### config.mk
export PLATFORM = sky130hd
export DESIGN_NAME = gnos_csr
export DESIGN_NICKNAME = d
export VERILOG_FILES = /design/src/sv/gradient_noise_octave_sampler_assert.svh /design/src/sv/gnos_pkg.sv /design/src/sv/gnos_csr.sv
export SDC_FILE = /design/constraint.sdc
export NUM_CORES = 1
export LEC_CHECK = 0
export BUFFER_PORTS_ARGS = -buffer_cell sky130_fd_sc_hd__buf_2
export CAP_MARGIN = 0
export CORE_MARGIN = 4
export CORE_UTILIZATION = 45
export CTS_CLUSTER_DIAMETER = 80
export CTS_CLUSTER_SIZE = 28
export DETAILED_ROUTE_END_ITERATION = 10
export GPL_ROUTABILITY_DRIVEN = 0
export PLACE_DENSITY_LB_ADDON = 0.2
export SETUP_SLACK_MARGIN = 0.4
export SLEW_MARGIN = 0
export SYNTH_ARGS = -nofsm -noshare
export SYNTH_HDL_FRONTEND = slang
export SYNTH_SLANG_ARGS = --single-unit
### constraint.sdc
create_clock -name clock -period 3.19 [get_ports clock]
set_input_delay 0.638 -clock clock [delete_from_list [all_inputs] [get_ports clock]]
set_output_delay 0.638 -clock clock [all_outputs]
set_load 0.01 [all_outputs]
### src/sv/gradient_noise_octave_sampler_assert.svh
// Assertion macros used by the sampler's controller.
// Both expect signals named clock and reset in the scope of use.
`ifndef GRADIENT_NOISE_OCTAVE_SAMPLER_ASSERT_SVH
`define GRADIENT_NOISE_OCTAVE_SAMPLER_ASSERT_SVH

// Same-cycle implication.
`define GNOS_ASSERT_IMP(lbl, ante, cons) \
   lbl: assert property (@(posedge clock) disable iff (reset) (ante) |-> (cons)) \
      else $error("gnos assertion failed");

// Next-cycle implication.
`define GNOS_ASSERT_NXT(lbl, ante, cons) \
   lbl: assert property (@(posedge clock) disable iff (reset) (ante) |=> (cons)) \
      else $error("gnos assertion failed");

`endif

### src/sv/gnos_pkg.sv
package gnos_pkg;

   localparam int FRAC_BITS  = 16;
   localparam int POS_W      = 24;
   localparam int TBL_W      = 8;
   localparam int VAL_W      = 24;
   localparam int MUL_W      = 25;
   localparam int ACC_W      = 32;
   localparam int AMP_W      = 20;
   localparam int GREY_W     = 8;
   localparam int CSR_IDX_W  = 3;
   localparam int CSR_DATA_W = 24;

   localparam logic REQ_LOAD   = 1'b0;
   localparam logic REQ_SAMPLE = 1'b1;

   localparam logic [CSR_IDX_W-1:0] CSR_DIMENSIONS     = 3'd0;
   localparam logic [CSR_IDX_W-1:0] CSR_OCTAVE_COUNT   = 3'd1;
   localparam logic [CSR_IDX_W-1:0] CSR_BASE_AMPLITUDE = 3'd2;
   localparam logic [CSR_IDX_W-1:0] CSR_Z_COORD        = 3'd3;
   localparam logic [CSR_IDX_W-1:0] CSR_W_COORD        = 3'd4;

   typedef struct packed {
      logic             req_type;
      logic [7:0]       table_index;
      logic [7:0]       table_value;
      logic [POS_W-1:0] coord_x;
      logic [POS_W-1:0] coord_y;
   } req_item_type;

   typedef struct packed {
      logic signed [VAL_W-1:0] noise_value;
      logic [GREY_W-1:0]       grey_byte;
   } rsp_item_type;

   typedef struct packed {
      logic [2:0]       dimensions;
      logic [3:0]       octave_count;
      logic [AMP_W-1:0] base_amplitude;
      logic [POS_W-1:0] z_coord;
      logic [POS_W-1:0] w_coord;
   } cfg_type;

   typedef enum logic [3:0] {
      OP_NONE, OP_LOAD, OP_START, OP_FADE1, OP_FADE2, OP_FADE3, OP_FADE4,
      OP_HASH_FIRST, OP_HASH_NEXT, OP_GRAD, OP_BL_RD, OP_BL_MUL, OP_BL_WR,
      OP_ACC_MUL, OP_ACC_ADD, OP_FINISH
   } dp_op_type;

   typedef enum logic [3:0] {
      ST_IDLE, ST_FADE1, ST_FADE2, ST_FADE3, ST_FADE4, ST_H_ISSUE, ST_H_STEP,
      ST_B_RD, ST_B_MUL, ST_B_WR, ST_ACC_MUL, ST_ACC_ADD, ST_FINISH
   } ctrl_state_type;

   typedef struct packed {
      dp_op_type  op;
      logic [1:0] axis;
      logic [3:0] corner;
      logic [1:0] dsel;
   } dp_cmd_type;

   typedef struct packed {
      logic rsp_pending;
   } dp_status_type;

   // Gradient dot product for one lattice corner; dsel is the axis count minus one.
   function automatic logic signed [VAL_W-1:0] grad_value(
      input logic [1:0] dsel, input logic [TBL_W-1:0] h,
      input logic signed [VAL_W-1:0] o0, input logic signed [VAL_W-1:0] o1,
      input logic signed [VAL_W-1:0] o2, input logic signed [VAL_W-1:0] o3);
      logic signed [VAL_W-1:0] u;
      logic signed [VAL_W-1:0] w;
      logic signed [VAL_W-1:0] t;
      logic signed [VAL_W-1:0] g;
      logic [4:0]              h5;
      h5 = h[4:0];
      u = o0;
      w = o1;
      t = o2;
      g = '0;
      case (dsel)
         2'd0: begin
            g = $signed(VAL_W'(h[2:0])) + $signed(VAL_W'(1));
            g = VAL_W'(g * o0);
            if (h[3]) g = -g;
         end
         2'd1: begin
            if (h[2]) begin
               u = o1;
               w = o0;
            end
            if (h[0]) u = -u;
            if (h[1]) w = -w;
            g = u + (w <<< 1);
         end
         2'd2: begin
            u = h[3] ? o1 : o0;
            if (h[2]) w = (h[3:0] >= 4'd12) ? o0 : o2;
            else w = o1;
            if (h[0]) u = -u;
            if (h[1]) w = -w;
            g = u + w;
         end
         default: begin
            u = (h5 < 5'd24) ? o0 : o1;
            w = (h5 < 5'd16) ? o1 : o2;
            t = (h5 < 5'd8) ? o2 : o3;
            if (h[0]) u = -u;
            if (h[1]) w = -w;
            if (h[2]) t = -t;
            g = u + w + t;
         end
      endcase
      return g;
   endfunction

endpackage

### src/sv/gnos_csr.sv
module gnos_csr (
   input  logic                              clock,
   input  logic                              reset,
   input  logic                              csr_write_enable,
   input  logic [gnos_pkg::CSR_IDX_W-1:0]    csr_index,
   input  logic [gnos_pkg::CSR_DATA_W-1:0]   csr_write_data,
   output gnos_pkg::cfg_type                 cfg
);
   import gnos_pkg::*;

   cfg_type cfg_ff, cfg_in;

   always_comb begin
      cfg_in = cfg_ff;
      if (csr_write_enable) begin
         case (csr_index)
            CSR_DIMENSIONS:     cfg_in.dimensions     = csr_write_data[2:0];
            CSR_OCTAVE_COUNT:   cfg_in.octave_count   = csr_write_data[3:0];
            CSR_BASE_AMPLITUDE: cfg_in.base_amplitude = csr_write_data[AMP_W-1:0];
            CSR_Z_COORD:        cfg_in.z_coord        = csr_write_data[POS_W-1:0];
            CSR_W_COORD:        cfg_in.w_coord        = csr_write_data[POS_W-1:0];
            default:            cfg_in = cfg_ff;
         endcase
      end
   end

   always_ff @(posedge clock) begin
      if (reset) begin
         cfg_ff.dimensions     <= 3'd2;
         cfg_ff.octave_count   <= 4'd1;
         cfg_ff.base_amplitude <= AMP_W'(1 << FRAC_BITS);
         cfg_ff.z_coord        <= '0;
         cfg_ff.w_coord        <= '0;
      end else begin
         cfg_ff <= cfg_in;
      end
   end

   assign cfg = cfg_ff;

endmodule

-- Word-level counts from Yosys, hierarchy flattened
Index checks and enable logic that the tools add are counted.
- equality and inequality tests: 4
- reduce and logical (&&, ||, !) cells: 6
- operators with widths (cell ; count):
    $reduce_and 2->1 ; 5
    $eq 3x2->1 const B ; 2
    $eq 3x1->1 const B ; 1
    $eq 3x3->1 const B ; 1
    $logic_not 3->1 ; 1
- flip-flop bits (word level): 75
- input port bits: 30

-- Logic depth before layout (Yosys ltp)
- depth after elaboration: 2
- mapped depth: 4

-- Least setup slack after synthesis
No wires, ideal clock.
- path kind: input -> register
- start: in csr_index[0] (netlist name)
- end: reg cfg_ff (netlist bit cfg[74])
- data arrival time: 1389 ps
- slack: 1679 ps
- stages: 3
- cells stage by stage: or4b_1 -> buf_2 -> mux2i_1
- cells in the longest elaborated chain, start to end: 2
- ends and longest elaborated chain (element ; line ; text):
    start, declared ; gnos_csr.sv:5 ; input logic [gnos_pkg::CSR_IDX_W-1:0] csr_index,
    $logic_not 3->1 ; gnos_csr.sv:16 ; case (csr_index)
    $reduce_and 2->1 (no source line) ; -- ;
    end signal, assigned ; gnos_csr.sv:35 ; cfg_ff <= cfg_in;
    end, declared ; gnos_csr.sv:11 ; cfg_type cfg_ff, cfg_in;
Every way passes these cells.
A chain may end at the register's enable or synchronous reset.

-- Worst setup path after layout
- start: in csr_index[1] (netlist name)
- end: reg cfg_ff (netlist bit cfg[18])
- cells in the longest elaborated chain, start to end: 2
- ends and longest elaborated chain (element ; line):
    $eq 3x3->1 ; gnos_csr.sv:16
    $reduce_and 2->1 (no source line) ; --
Every way passes these cells.

==> impl_metrics.json <==
{
  "synth-xor-area-share_pct": 0,
  "post_synth.cell_area_avg_um2": 10.92,
  "clockBufferDepth": 2,
  "fmax_mhz": 561.0,
  "synth_area_leaders": "dfxtp_1, mux2i_1, nand2b_1",
  "finalNonFillerCells": 457,
  "ios": 105,
  "first_global_vias": 2190,
  "die_w_um": 90.44,
  "critPathRequiredTime_ns": 3.40,
  "hp-class": "register to register",
  "ant_nets": 0,
  "worst-path-max-fanout": 13,
  "vias": 2196,
  "synth_mux_area_share_pct": 24.55,
  "routed_via_density": 4.805,
  "cts_tree": "built",
  "cts-root-buf": "clkbuf_8",
  "drt_first_pass_iters": 4,
  "remaining_drc_errors": 0,
  "regToRegSetupSlack_ns": 2.57,
  "maxCapViolCount": 0,
  "portBuffers": 104,
  "fin_skew_ns": 0,
  "synth_top_area_share_pct": 49.10,
  "nets": 406,
  "grt_util_all_layers_pct": 16.65,
  "clkTransAtPathRegs_ns": 0.07,
  "ys_warn_count": 0,
  "largest_reg_flops": 75,
  "ys_seq_area_share_pct": 49.10,
  "r2r_cells": 2,
  "synth_top_family_by_area": "multiplexers",
  "critPathCaptureType": "register",
  "synth_compound_area_share_pct": 0,
  "die-area_mm2": 0.008178,
  "finalSetupViolCount": 0,
  "timing.rr.start": "cfg[25]",
  "max_slew_margin_pct": 53.22,
  "worstSetupPathType": "primary input to register",
  "start_util_pct": 47.35,
  "cts_resized": 0,
  "p_leak_nw": 1.940,
  "rows": 29,
  "setup_tns_ns": 0,
  "post_cts_buffers": 0,
  "routed_wl_um": 6581,
  "yosys.area.top_type": "dfxtp_1",
  "syn_area_mm2": 0.003058,
  "arrival_ns": 2.00,
  "worst_pin_slew_ns": 0.7017,
  "synth-seq-cells": 75,
  "synth_nets": 310,
  "antenna_found_initial": 1,
  "overflow": 0,
  "drv_slew": 0,
  "ir_worst_vdd_v": 0.0002569,
  "core_area_mm2": 0.006459,
  "areaGrowthSynthToFinish_pct": 23.98,
  "dp_hpwl_um": 4659,
  "crit_path_end": "cfg[18]",
  "fillCellCount": 548,
  "multi_input_area_mm2": 0.001461,
  "hold_viol_final": 0,
  "rsz0062_at_grt": "false",
  "yosys.area_share.simple_pct": 23.08,
  "numClockSinks": 75,
  "fin_crit_ns": 1.783,
  "netlist_instances": 280,
  "cts_buffers": 9,
  "hold_depth": 2,
  "synth.distinct_cells": 13,
  "placed_cells": 442,
  "r2r_end": "cfg[25]",
  "wl_per_cell_um": 14.40,
  "drt-initial-drc-count": 80,
  "grt_max_degree": 54,
  "p_per_area_mw_per_mm2": 475.1,
  "start_kind": "primary input",
  "die_h_um": 90.44,
  "cts.htree.levels": 3,
  "clk-insertion-delay-late_ns": 0.34,
  "synthAdderAreaFrac_pct": 0,
  "critPathLaunch": "csr_index[1]",
  "drive_gt1_share_pct": 32.37,
  "diodes": 0,
  "final-seq-area_mm2": 0.001501,
  "status": "finished clean",
  "final.period_utilization_pct": 55.88,
  "cts-hold-fix-buffers": 0,
  "grt_pass1_wl_um": 10960
}
## how the worst min path moves through the flow
stage,to,slack [ns],start
final,cfg[49],0.47,cfg[49]
after detailed placement,cfg[44],0.46,cfg[44]
after global placement,cfg[61],0.46,cfg[61]
after CTS,cfg[61],0.48,cfg[61]
after global routing,cfg[0],0.50,cfg[0]
after floorplan,cfg[38],0.49,cfg[38]
## cell usage in the layout, fill, tap and decap left out, drive strengths merged, types with 3 or more instances in the layout
| cell | count |
|---|---|
| dfxtp | 75 |
| mux2i | 75 |
| nand2b | 96 |
| nor2 | 6 |
| clkbuf | 11 |
| nand4bb | 3 |
| clkinvlp | 3 |
| buf | 106 |
## worst max-delay path: stages
cell and delay [ns]:
buf_2 0.13, nand4bb_2 0.64, buf_4 0.44, mux2i_1 0.14
## metrics by stage
step	total power (W)	area (um2)	hold slack, ns	utilization (%)	setup WS (ns)
2_1_floorplan	0.001079	3058	0.4926	-	1.679
3_3_place_gp	0.001135	3607	0.4558	55.85	1.088
3_5_place_dp	0.001138	3607	0.4571	55.85	1.053
4_1_cts	0.001827	3791	0.4753	58.70	1.431
5_1_grt	0.001885	3791	0.5012	58.70	1.358
6_report	0.001801	3791	0.4695	58.70	1.407
## layer usage
metal	vias to the layer above	share of wire, %	GRT usage, %
met5	-	0.21	0
met4	2	1.2	7.270
met3	11	5.2	5.167
met2	60	46	26.01
met1	1006	47	21.16
li1	1117	-	-
## Yosys cell counts (all sizes together)
cell and instances:
clkbuf 13, dfxtp 75, or4b 1, and4bb 1, buf 8, mux2i 75, nand4bb 3, nand2b 96
nor2 6, nand4b 1, and4b 1
## cell type report
class,count,share of cell area [%]
flip-flops and latches,75,39.60
clock buffers,11,3.465
clock inverters,4,1.386
repair buffers,106,14.46
multi-input cells,184,38.55
well taps,77,2.541
## cell families (layout without fill, tap and decap cells)
family | Yosys count | count (layout)
flops | 75 | 75
buf+inv | 21 | 121
mux | 75 | 75
simple gates | 109 | 109
## report_power, final
part | switching [W] | internal (W)
registers | 0.0000106 | 0.000956
clock network | 0.000330 | 0.000358
logic | 0.0000739 | 0.0000731
total | 0.000414 | 0.00139
Note: power is estimated with default switching activity, not from simulation.
