==> config.mk <==
export PLATFORM = sky130hd
export DESIGN_NAME = gnos_ctrl
export DESIGN_NICKNAME = d
export VERILOG_FILES = /design/src/sv/gnos_pkg.sv /design/src/sv/gnos_ctrl.sv
export VERILOG_INCLUDE_DIRS = /design/src /design/src/sv
export SDC_FILE = /design/constraint.sdc
export NUM_CORES = 1
export LEC_CHECK = 0
export ABC_CLOCK_PERIOD_IN_PS = 6400
export BUFFER_PORTS_ARGS = -buffer_cell sky130_fd_sc_hd__buf_2
export CORE_ASPECT_RATIO = 0.75
export CORE_MARGIN = 8
export CORE_UTILIZATION = 40
export DETAILED_ROUTE_END_ITERATION = 10
export PLACE_DENSITY = 0.79
export SLEW_MARGIN = 20
export SYNTH_ARGS = -nofsm -noshare
export SYNTH_HDL_FRONTEND = slang
export SYNTH_SLANG_ARGS = --single-unit
export TNS_END_PERCENT = 20
==> constraint.sdc <==
create_clock -name clock -period 6.4 [get_ports clock]
set_clock_uncertainty 0.1 [all_clocks]
set_input_delay 1.6 -clock clock [delete_from_list [all_inputs] [get_ports clock]]
set_output_delay 1.6 -clock clock [all_outputs]
set_load 0.01 [all_outputs]
==> src/sv/gradient_noise_octave_sampler_assert.svh <==
// Assertion macros used by the sampler's controller.
// Both expect signals named clock and reset in the scope of use.
`ifndef GRADIENT_NOISE_OCTAVE_SAMPLER_ASSERT_SVH
`define GRADIENT_NOISE_OCTAVE_SAMPLER_ASSERT_SVH

// Same-cycle implication.
`define GNOS_ASSERT_IMP(lbl, ante, cons) \
   lbl: assert property (@(posedge clock) disable iff (reset) (ante) |-> (cons)) \
      else $error("gnos assertion failed");

// Next-cycle implication.
`define GNOS_ASSERT_NXT(lbl, ante, cons) \
   lbl: assert property (@(posedge clock) disable iff (reset) (ante) |=> (cons)) \
      else $error("gnos assertion failed");

`endif

==> src/sv/gnos_pkg.sv <==
package gnos_pkg;

   localparam int FRAC_BITS  = 16;
   localparam int POS_W      = 24;
   localparam int TBL_W      = 8;
   localparam int VAL_W      = 24;
   localparam int MUL_W      = 25;
   localparam int ACC_W      = 32;
   localparam int AMP_W      = 20;
   localparam int GREY_W     = 8;
   localparam int CSR_IDX_W  = 3;
   localparam int CSR_DATA_W = 24;

   localparam logic REQ_LOAD   = 1'b0;
   localparam logic REQ_SAMPLE = 1'b1;

   localparam logic [CSR_IDX_W-1:0] CSR_DIMENSIONS     = 3'd0;
   localparam logic [CSR_IDX_W-1:0] CSR_OCTAVE_COUNT   = 3'd1;
   localparam logic [CSR_IDX_W-1:0] CSR_BASE_AMPLITUDE = 3'd2;
   localparam logic [CSR_IDX_W-1:0] CSR_Z_COORD        = 3'd3;
   localparam logic [CSR_IDX_W-1:0] CSR_W_COORD        = 3'd4;

   typedef struct packed {
      logic             req_type;
      logic [7:0]       table_index;
      logic [7:0]       table_value;
      logic [POS_W-1:0] coord_x;
      logic [POS_W-1:0] coord_y;
   } req_item_type;

   typedef struct packed {
      logic signed [VAL_W-1:0] noise_value;
      logic [GREY_W-1:0]       grey_byte;
   } rsp_item_type;

   typedef struct packed {
      logic [2:0]       dimensions;
      logic [3:0]       octave_count;
      logic [AMP_W-1:0] base_amplitude;
      logic [POS_W-1:0] z_coord;
      logic [POS_W-1:0] w_coord;
   } cfg_type;

   typedef enum logic [3:0] {
      OP_NONE, OP_LOAD, OP_START, OP_FADE1, OP_FADE2, OP_FADE3, OP_FADE4,
      OP_HASH_FIRST, OP_HASH_NEXT, OP_GRAD, OP_BL_RD, OP_BL_MUL, OP_BL_WR,
      OP_ACC_MUL, OP_ACC_ADD, OP_FINISH
   } dp_op_type;

   typedef enum logic [3:0] {
      ST_IDLE, ST_FADE1, ST_FADE2, ST_FADE3, ST_FADE4, ST_H_ISSUE, ST_H_STEP,
      ST_B_RD, ST_B_MUL, ST_B_WR, ST_ACC_MUL, ST_ACC_ADD, ST_FINISH
   } ctrl_state_type;

   typedef struct packed {
      dp_op_type  op;
      logic [1:0] axis;
      logic [3:0] corner;
      logic [1:0] dsel;
   } dp_cmd_type;

   typedef struct packed {
      logic rsp_pending;
   } dp_status_type;

   // Gradient dot product for one lattice corner; dsel is the axis count minus one.
   function automatic logic signed [VAL_W-1:0] grad_value(
      input logic [1:0] dsel, input logic [TBL_W-1:0] h,
      input logic signed [VAL_W-1:0] o0, input logic signed [VAL_W-1:0] o1,
      input logic signed [VAL_W-1:0] o2, input logic signed [VAL_W-1:0] o3);
      logic signed [VAL_W-1:0] u;
      logic signed [VAL_W-1:0] w;
      logic signed [VAL_W-1:0] t;
      logic signed [VAL_W-1:0] g;
      logic [4:0]              h5;
      h5 = h[4:0];
      u = o0;
      w = o1;
      t = o2;
      g = '0;
      case (dsel)
         2'd0: begin
            g = $signed(VAL_W'(h[2:0])) + $signed(VAL_W'(1));
            g = VAL_W'(g * o0);
            if (h[3]) g = -g;
         end
         2'd1: begin
            if (h[2]) begin
               u = o1;
               w = o0;
            end
            if (h[0]) u = -u;
            if (h[1]) w = -w;
            g = u + (w <<< 1);
         end
         2'd2: begin
            u = h[3] ? o1 : o0;
            if (h[2]) w = (h[3:0] >= 4'd12) ? o0 : o2;
            else w = o1;
            if (h[0]) u = -u;
            if (h[1]) w = -w;
            g = u + w;
         end
         default: begin
            u = (h5 < 5'd24) ? o0 : o1;
            w = (h5 < 5'd16) ? o1 : o2;
            t = (h5 < 5'd8) ? o2 : o3;
            if (h[0]) u = -u;
            if (h[1]) w = -w;
            if (h[2]) t = -t;
            g = u + w + t;
         end
      endcase
      return g;
   endfunction

endpackage

==> src/sv/gnos_ctrl.sv <==
`include "gradient_noise_octave_sampler_assert.svh"

module gnos_ctrl #(
   parameter int MAX_OCTAVES = 8
) (
   input  logic                    clock,
   input  logic                    reset,
   input  logic                    req_valid,
   input  logic                    req_kind,
   output logic                    req_ready,
   input  logic                    rsp_ready,
   input  gnos_pkg::cfg_type       cfg,
   input  gnos_pkg::dp_status_type status,
   output gnos_pkg::dp_cmd_type    cmd
);
   import gnos_pkg::*;

   localparam int OW = (MAX_OCTAVES < 2) ? 1 : $clog2(MAX_OCTAVES + 1);

   ctrl_state_type state_ff, state_in;
   logic [1:0]     axis_ff, axis_in;
   logic [3:0]     corner_ff, corner_in;
   logic [1:0]     hk_ff, hk_in;
   logic [OW-1:0]  oct_ff, oct_in;

   logic [1:0]     dsel;
   logic [OW-1:0]  oct_eff;
   logic [3:0]     last_corner, half_last;

   always_comb begin
      if (cfg.dimensions == 3'd0) dsel = 2'd0;
      else if (cfg.dimensions > 3'd4) dsel = 2'd3;
      else dsel = 2'(cfg.dimensions - 3'd1);
      if (cfg.octave_count == 4'd0) oct_eff = OW'(1);
      else if (32'(cfg.octave_count) > MAX_OCTAVES) oct_eff = OW'(MAX_OCTAVES);
      else oct_eff = OW'(cfg.octave_count);
   end

   assign last_corner = 4'((5'd2 << dsel) - 5'd1);
   assign half_last   = 4'((5'd1 << axis_ff) - 5'd1);

   always_comb begin
      state_in   = state_ff;
      axis_in    = axis_ff;
      corner_in  = corner_ff;
      hk_in      = hk_ff;
      oct_in     = oct_ff;
      req_ready  = 1'b0;
      cmd.op     = OP_NONE;
      cmd.axis   = axis_ff;
      cmd.corner = corner_ff;
      cmd.dsel   = dsel;
      case (state_ff)
         ST_IDLE: begin
            req_ready = 1'b1;
            if (req_valid) begin
               if (req_kind == REQ_LOAD) begin
                  cmd.op = OP_LOAD;
               end else begin
                  cmd.op   = OP_START;
                  axis_in  = '0;
                  oct_in   = '0;
                  state_in = ST_FADE1;
               end
            end
         end
         ST_FADE1: begin
            cmd.op   = OP_FADE1;
            state_in = ST_FADE2;
         end
         ST_FADE2: begin
            cmd.op   = OP_FADE2;
            state_in = ST_FADE3;
         end
         ST_FADE3: begin
            cmd.op   = OP_FADE3;
            state_in = ST_FADE4;
         end
         ST_FADE4: begin
            cmd.op = OP_FADE4;
            if (axis_ff == dsel) begin
               corner_in = '0;
               state_in  = ST_H_ISSUE;
            end else begin
               axis_in  = axis_ff + 2'd1;
               state_in = ST_FADE1;
            end
         end
         ST_H_ISSUE: begin
            cmd.op   = OP_HASH_FIRST;
            cmd.axis = dsel;
            hk_in    = dsel;
            state_in = ST_H_STEP;
         end
         ST_H_STEP: begin
            if (hk_ff != 2'd0) begin
               cmd.op   = OP_HASH_NEXT;
               cmd.axis = hk_ff - 2'd1;
               hk_in    = hk_ff - 2'd1;
            end else begin
               cmd.op = OP_GRAD;
               if (corner_ff == last_corner) begin
                  axis_in   = dsel;
                  corner_in = '0;
                  state_in  = ST_B_RD;
               end else begin
                  corner_in = corner_ff + 4'd1;
                  state_in  = ST_H_ISSUE;
               end
            end
         end
         ST_B_RD: begin
            cmd.op   = OP_BL_RD;
            state_in = ST_B_MUL;
         end
         ST_B_MUL: begin
            cmd.op   = OP_BL_MUL;
            state_in = ST_B_WR;
         end
         ST_B_WR: begin
            cmd.op = OP_BL_WR;
            if (corner_ff == half_last) begin
               corner_in = '0;
               if (axis_ff == 2'd0) begin
                  state_in = ST_ACC_MUL;
               end else begin
                  axis_in  = axis_ff - 2'd1;
                  state_in = ST_B_RD;
               end
            end else begin
               corner_in = corner_ff + 4'd1;
               state_in  = ST_B_RD;
            end
         end
         ST_ACC_MUL: begin
            cmd.op   = OP_ACC_MUL;
            state_in = ST_ACC_ADD;
         end
         ST_ACC_ADD: begin
            cmd.op = OP_ACC_ADD;
            if (OW'(oct_ff + 1'b1) == oct_eff) begin
               state_in = ST_FINISH;
            end else begin
               oct_in   = OW'(oct_ff + 1'b1);
               axis_in  = '0;
               state_in = ST_FADE1;
            end
         end
         ST_FINISH: begin
            if (!status.rsp_pending || rsp_ready) begin
               cmd.op   = OP_FINISH;
               state_in = ST_IDLE;
            end
         end
         default: state_in = ST_IDLE;
      endcase
   end

   always_ff @(posedge clock) begin
      if (reset) begin
         state_ff  <= ST_IDLE;
         axis_ff   <= '0;
         corner_ff <= '0;
         hk_ff     <= '0;
         oct_ff    <= '0;
      end else begin
         state_ff  <= state_in;
         axis_ff   <= axis_in;
         corner_ff <= corner_in;
         hk_ff     <= hk_in;
         oct_ff    <= oct_in;
      end
   end

   `GNOS_ASSERT_NXT(a_sample_starts_fade, state_ff == ST_IDLE && req_valid && req_kind == REQ_SAMPLE, state_ff == ST_FADE1)
   `GNOS_ASSERT_IMP(a_corner_in_range, state_ff == ST_H_STEP, corner_ff <= last_corner)
   `GNOS_ASSERT_IMP(a_blend_axis_in_range, state_ff == ST_B_RD, axis_ff <= dsel && corner_ff <= half_last)
   `GNOS_ASSERT_IMP(a_finish_has_room, cmd.op == OP_FINISH, !status.rsp_pending || rsp_ready)

endmodule
; After elaboration in Yosys (flattened, before gate mapping)
; Cells that the tools add are included.
[word_totals]
ff_bits = 16
inputBits = 81
[op_classes]
addsub = 8
shifts = 2
eq_ne = 27
n_reduce_logical = 16
mux = 42
order_cmp = 2
[ops]
columns = operator, n
row1 = $pmux 4 s13, 2
row2 = $mux 4, 18
row3 = $mux 2, 14
row4 = $ne 2x2->1 const B, 11
row5 = $eq 4x4->1 const B, 5
row6 = $eq 4x3->1 const B, 4
row7 = $eq 4x4->1, 3
row8 = $pmux 4 s3, 1
row9 = $pmux 2 s5, 1
row10 = $reduce_and 9->1, 1
row11 = $add 4x1->4 const B, 2
row12 = $eq 4x2->1 const B, 2
row13 = $logic_not 4->1, 2
row14 = $pmux 2 s2, 2
row15 = $pmux 4 s2, 1
row16 = $reduce_and 4->1, 2
row17 = $sub 4x1->4 const B, 2
row18 = $reduce_bool 2->1, 3
row19 = $sub 2x1->2 const B, 3
row20 = $reduce_bool 5->1, 1
row21 = $eq 4x1->1 const B, 1
row22 = $gt 4x4->1 const B, 1
row23 = $shl 1x2->4 const A, 1
row24 = $shl 2x2->4 const A, 1
row25 = 12 further kinds, 13

; Logic depth before layout (Yosys ltp)
[logic_depth]
ltp_word = 9
mapped_depth = 10
ltp_nobuf = 10

; Least setup slack after synthesis
; OpenSTA, ideal clock, no wires.
[synth_timing]
path_type = in2out
start = input port cfg[72] in the netlist's numbering
end = output port cmd[7] in the netlist's numbering
setup_slack_ps = 2132
n_path_buf = 0
t_arrival_ps = 2568
required_ps = 4700
stages = 6
cell_sequence = inv_1 ha_1 o21bai_1 nand2_1 o22ai_1 a21o_1
[synth_rtl]
columns = element, line_no
row1 = "start, declared", gnos_ctrl.sv:12  ; input gnos_pkg::cfg_type cfg,
row2 = "end, declared", gnos_ctrl.sv:14  ; output gnos_pkg::dp_cmd_type cmd

==> results.sh <==
export IMPL_syn2layout_area_growth_pct=10.4
export IMPL_layoutNonFillerInstCount=283
export IMPL_slew_viol_final=0
export IMPL_wl_per_cell_um=14.1
export IMPL_ys_seq_area_frac=0.199
export IMPL_arrival_ns=2.95
export IMPL_cts_sinks=16
export IMPL_cts_resized=0
export IMPL_final_antenna_net_count=0
export IMPL_h_tree_depth=1
export IMPL_worst_slew_pin_slew_ns=0.732
export IMPL_post_cts_buffers=0
export IMPL_r2r_setup_slack_ns=3.82
export IMPL_yosysWarnings=0
export IMPL_rsz0062_at_grt="no"
export IMPL_crit_path_start_kind="input pin"
export IMPL_routabilityCongestion=0.859
export IMPL_setup_viol_count_final=0
export IMPL_drtIter0Drc=160
export IMPL_cp_end_kind="primary output"
export IMPL_utilization=0.448
export IMPL_synth_flop_cell="dfxtp_1"
export IMPL_cts_buffers=3
export IMPL_row_count=20
export IMPL_final_common_cell="buf_2"
export IMPL_grt_use_total=0.126
export IMPL_grt_pass1_wl_um=6580
export IMPL_reg2reg_depth=6
export IMPL_worstSetupPathType="in2out"
export IMPL_fin_crit_sh=0.727
export IMPL_antenna_found_initial=0
export IMPL_dp_hpwl_um=3040
export IMPL_die_h_um=70.9
export IMPL_ys_ff_latch=16
export IMPL_first_pass_iters=4
export IMPL_diodes=0
export IMPL_synth_area_leaders="dfxtp_1 20%, a21oi_1 4.7%, nand2_1 4.4%"
export IMPL_dp_cells=279
export IMPL_syn_area_per_cell_sq_um=7.54
export IMPL_clock_path_buffers=2
export IMPL_die_area_sq_um=6320
export IMPL_io_buffers=25
export IMPL_drc=0
export IMPL_dieWidth_um=89.2
export IMPL_synth_top_area_cell="dfxtp_1"
export IMPL_core_sq_um=3950
export IMPL_ios=94
export IMPL_path_max_fanout=4
export IMPL_leakage_nw=0.681
export IMPL_async_flop_share=0
export IMPL_root_buffer="clkbuf_8"
export IMPL_finalSetupTns_ns=0
export IMPL_ys_types=70
export IMPL_drv_cap=0
export IMPL_clk_insertion_delay_late_ns=0.25
export IMPL_vdd_drop_max_mv=0.131
export IMPL_num_vias=1651
export IMPL_fmax_mhz=215
export IMPL_hold_viol=0
export IMPL_holdPathStages=2
export IMPL_grt_pass1_vias=1444
export IMPL_synth_nets=298
export IMPL_start_util=0.406
export IMPL_path_clk_slew_ns=0.06
export IMPL_syn_cell_area_sq_um=1610
export IMPL_required_ns=4.70
export IMPL_mostFrequentLayoutCells="25 x buf_2, 19 x nand2_1, 18 x nor2_1, 16 x dfxtp_1, 15 x a21oi_1"
export IMPL_syn_inst=213
export IMPL_design_area_sq_um=1770
export IMPL_run_status="finished clean"
export IMPL_cts_tree="done"
export IMPL_placed_area_sq_um=1720
export IMPL_slew_headroom=0.512
export IMPL_grt_max_degree=24
export IMPL_yosysTopAreaCellShare=0.199
export IMPL_drive_gt1_frac=0.211
export IMPL_routed_wl_um=4000
export IMPL_min_period_ns=4.65
export IMPL_via_per_inst=5.83
export IMPL_holdBufCountCts=0
export IMPL_p_per_area_nw_per_um2=175
export IMPL_synth_edf_count=0
export IMPL_grt_overflow=0
export IMPL_hold_class="reg2reg"
export IMPL_nets=314
[final timing paths]
path	startpoint	to
setup reg to reg	state_ff[1]	corner_ff[3]
hold reg to reg	hk_ff[1]	hk_ff[1]
setup / recovery	cfg[72]	cmd[7]
hold / removal	hk_ff[1]	hk_ff[1]
[cell families (layout without fill, tap and decap cells)]
family | count (synthesis) | count (layout) | share of synthesized area
AND/OR/NAND/NOR | 86 | 86 | 0.297
adder cells (fa/ha/maj) | 4 | 4 | 0.0312
XOR/XNOR | 8 | 8 | 0.0483
buffers and inverters | 24 | 39 | 0.0748
AO/OA/AOI/OAI | 75 | 75 | 0.350
flip-flops | 16 | 16 | 0.199
[worst max-delay path: stages]
cell	delay (ns)
buf_2	0.08
inv_1	0.03
ha_1	0.32
o21bai_1	0.28
nand2_1	0.18
o22ai_1	0.20
a21o_1	0.12
buf_2	0.12
[report_power, final]
group          internal (W)  switching, W
combinational     0.0000447     0.0000513
clock             0.0000546     0.0000356
sequential         0.000104     0.0000200
total              0.000203      0.000107
[cell usage after synthesis, types with 2 or more instances]
cell type / count
a211oi_1: 2
a21boi_0: 2
a21o_1: 2
a21oi_1: 15
a221oi_1: 2
a22o_1: 2
a31o_1: 2
a31oi_1: 4
a32o_1: 2
a32oi_1: 2
and2_1: 4
and2b_1: 2
buf_1: 2
buf_2: 3
buf_6: 3
clkbuf_1: 5
dfxtp_1: 16
ha_1: 4
inv_1: 8
nand2_1: 19
nand2b_1: 7
nand3_1: 5
nor2_1: 18
nor2b_1: 2
nor3_1: 8
nor4_1: 3
o21a_1: 2
o21ai_0: 5
o21ba_2: 3
o21bai_1: 4
o221ai_2: 2
o22ai_1: 5
o2bb2ai_1: 2
o311a_1: 2
o32ai_1: 2
or2_2: 2
or3_1: 2
xnor2_1: 4
xor2_1: 3
[flip-flops by register name, indices dropped and copies added, names as in the netlist]
name       count
hk_ff          2
corner_ff      4
oct_ff         4
state_ff       4
axis_ff        2
[area by class of cell]
class | count | area (sq um)
Fill cell | 426 | 2180
Clock buffer | 4 | 55.1
Tap cell | 55 | 68.8
Sequential cell | 16 | 320
Multi-Input combinational cell | 173 | 1170
Timing Repair Buffer | 25 | 125
Inverter | 10 | 37.5
[per-stage QoR]
step | hold slack [ns] | worst slack, ns | total power [W]
after floorplan | 0.357 | 2.13 | 0.000196
after global placement | 0.368 | 1.82 | 0.000220
after detailed placement | 0.384 | 1.77 | 0.000222
after CTS | 0.399 | 1.76 | 0.000314
after global routing | 0.447 | 1.58 | 0.000332
final | 0.395 | 1.75 | 0.000310
[routing by layer]
metal / vias up / track usage / routed length, um
li1: 829 / - / -
met1: 775 / 0.181 / 1940
met2: 45 / 0.186 / 1770
met3: 2 / 0.0301 / 278
met4: 0 / 0.0165 / 15
met5: - / 0 / 0
No activity file was read; power rests on OpenSTA's default activity.
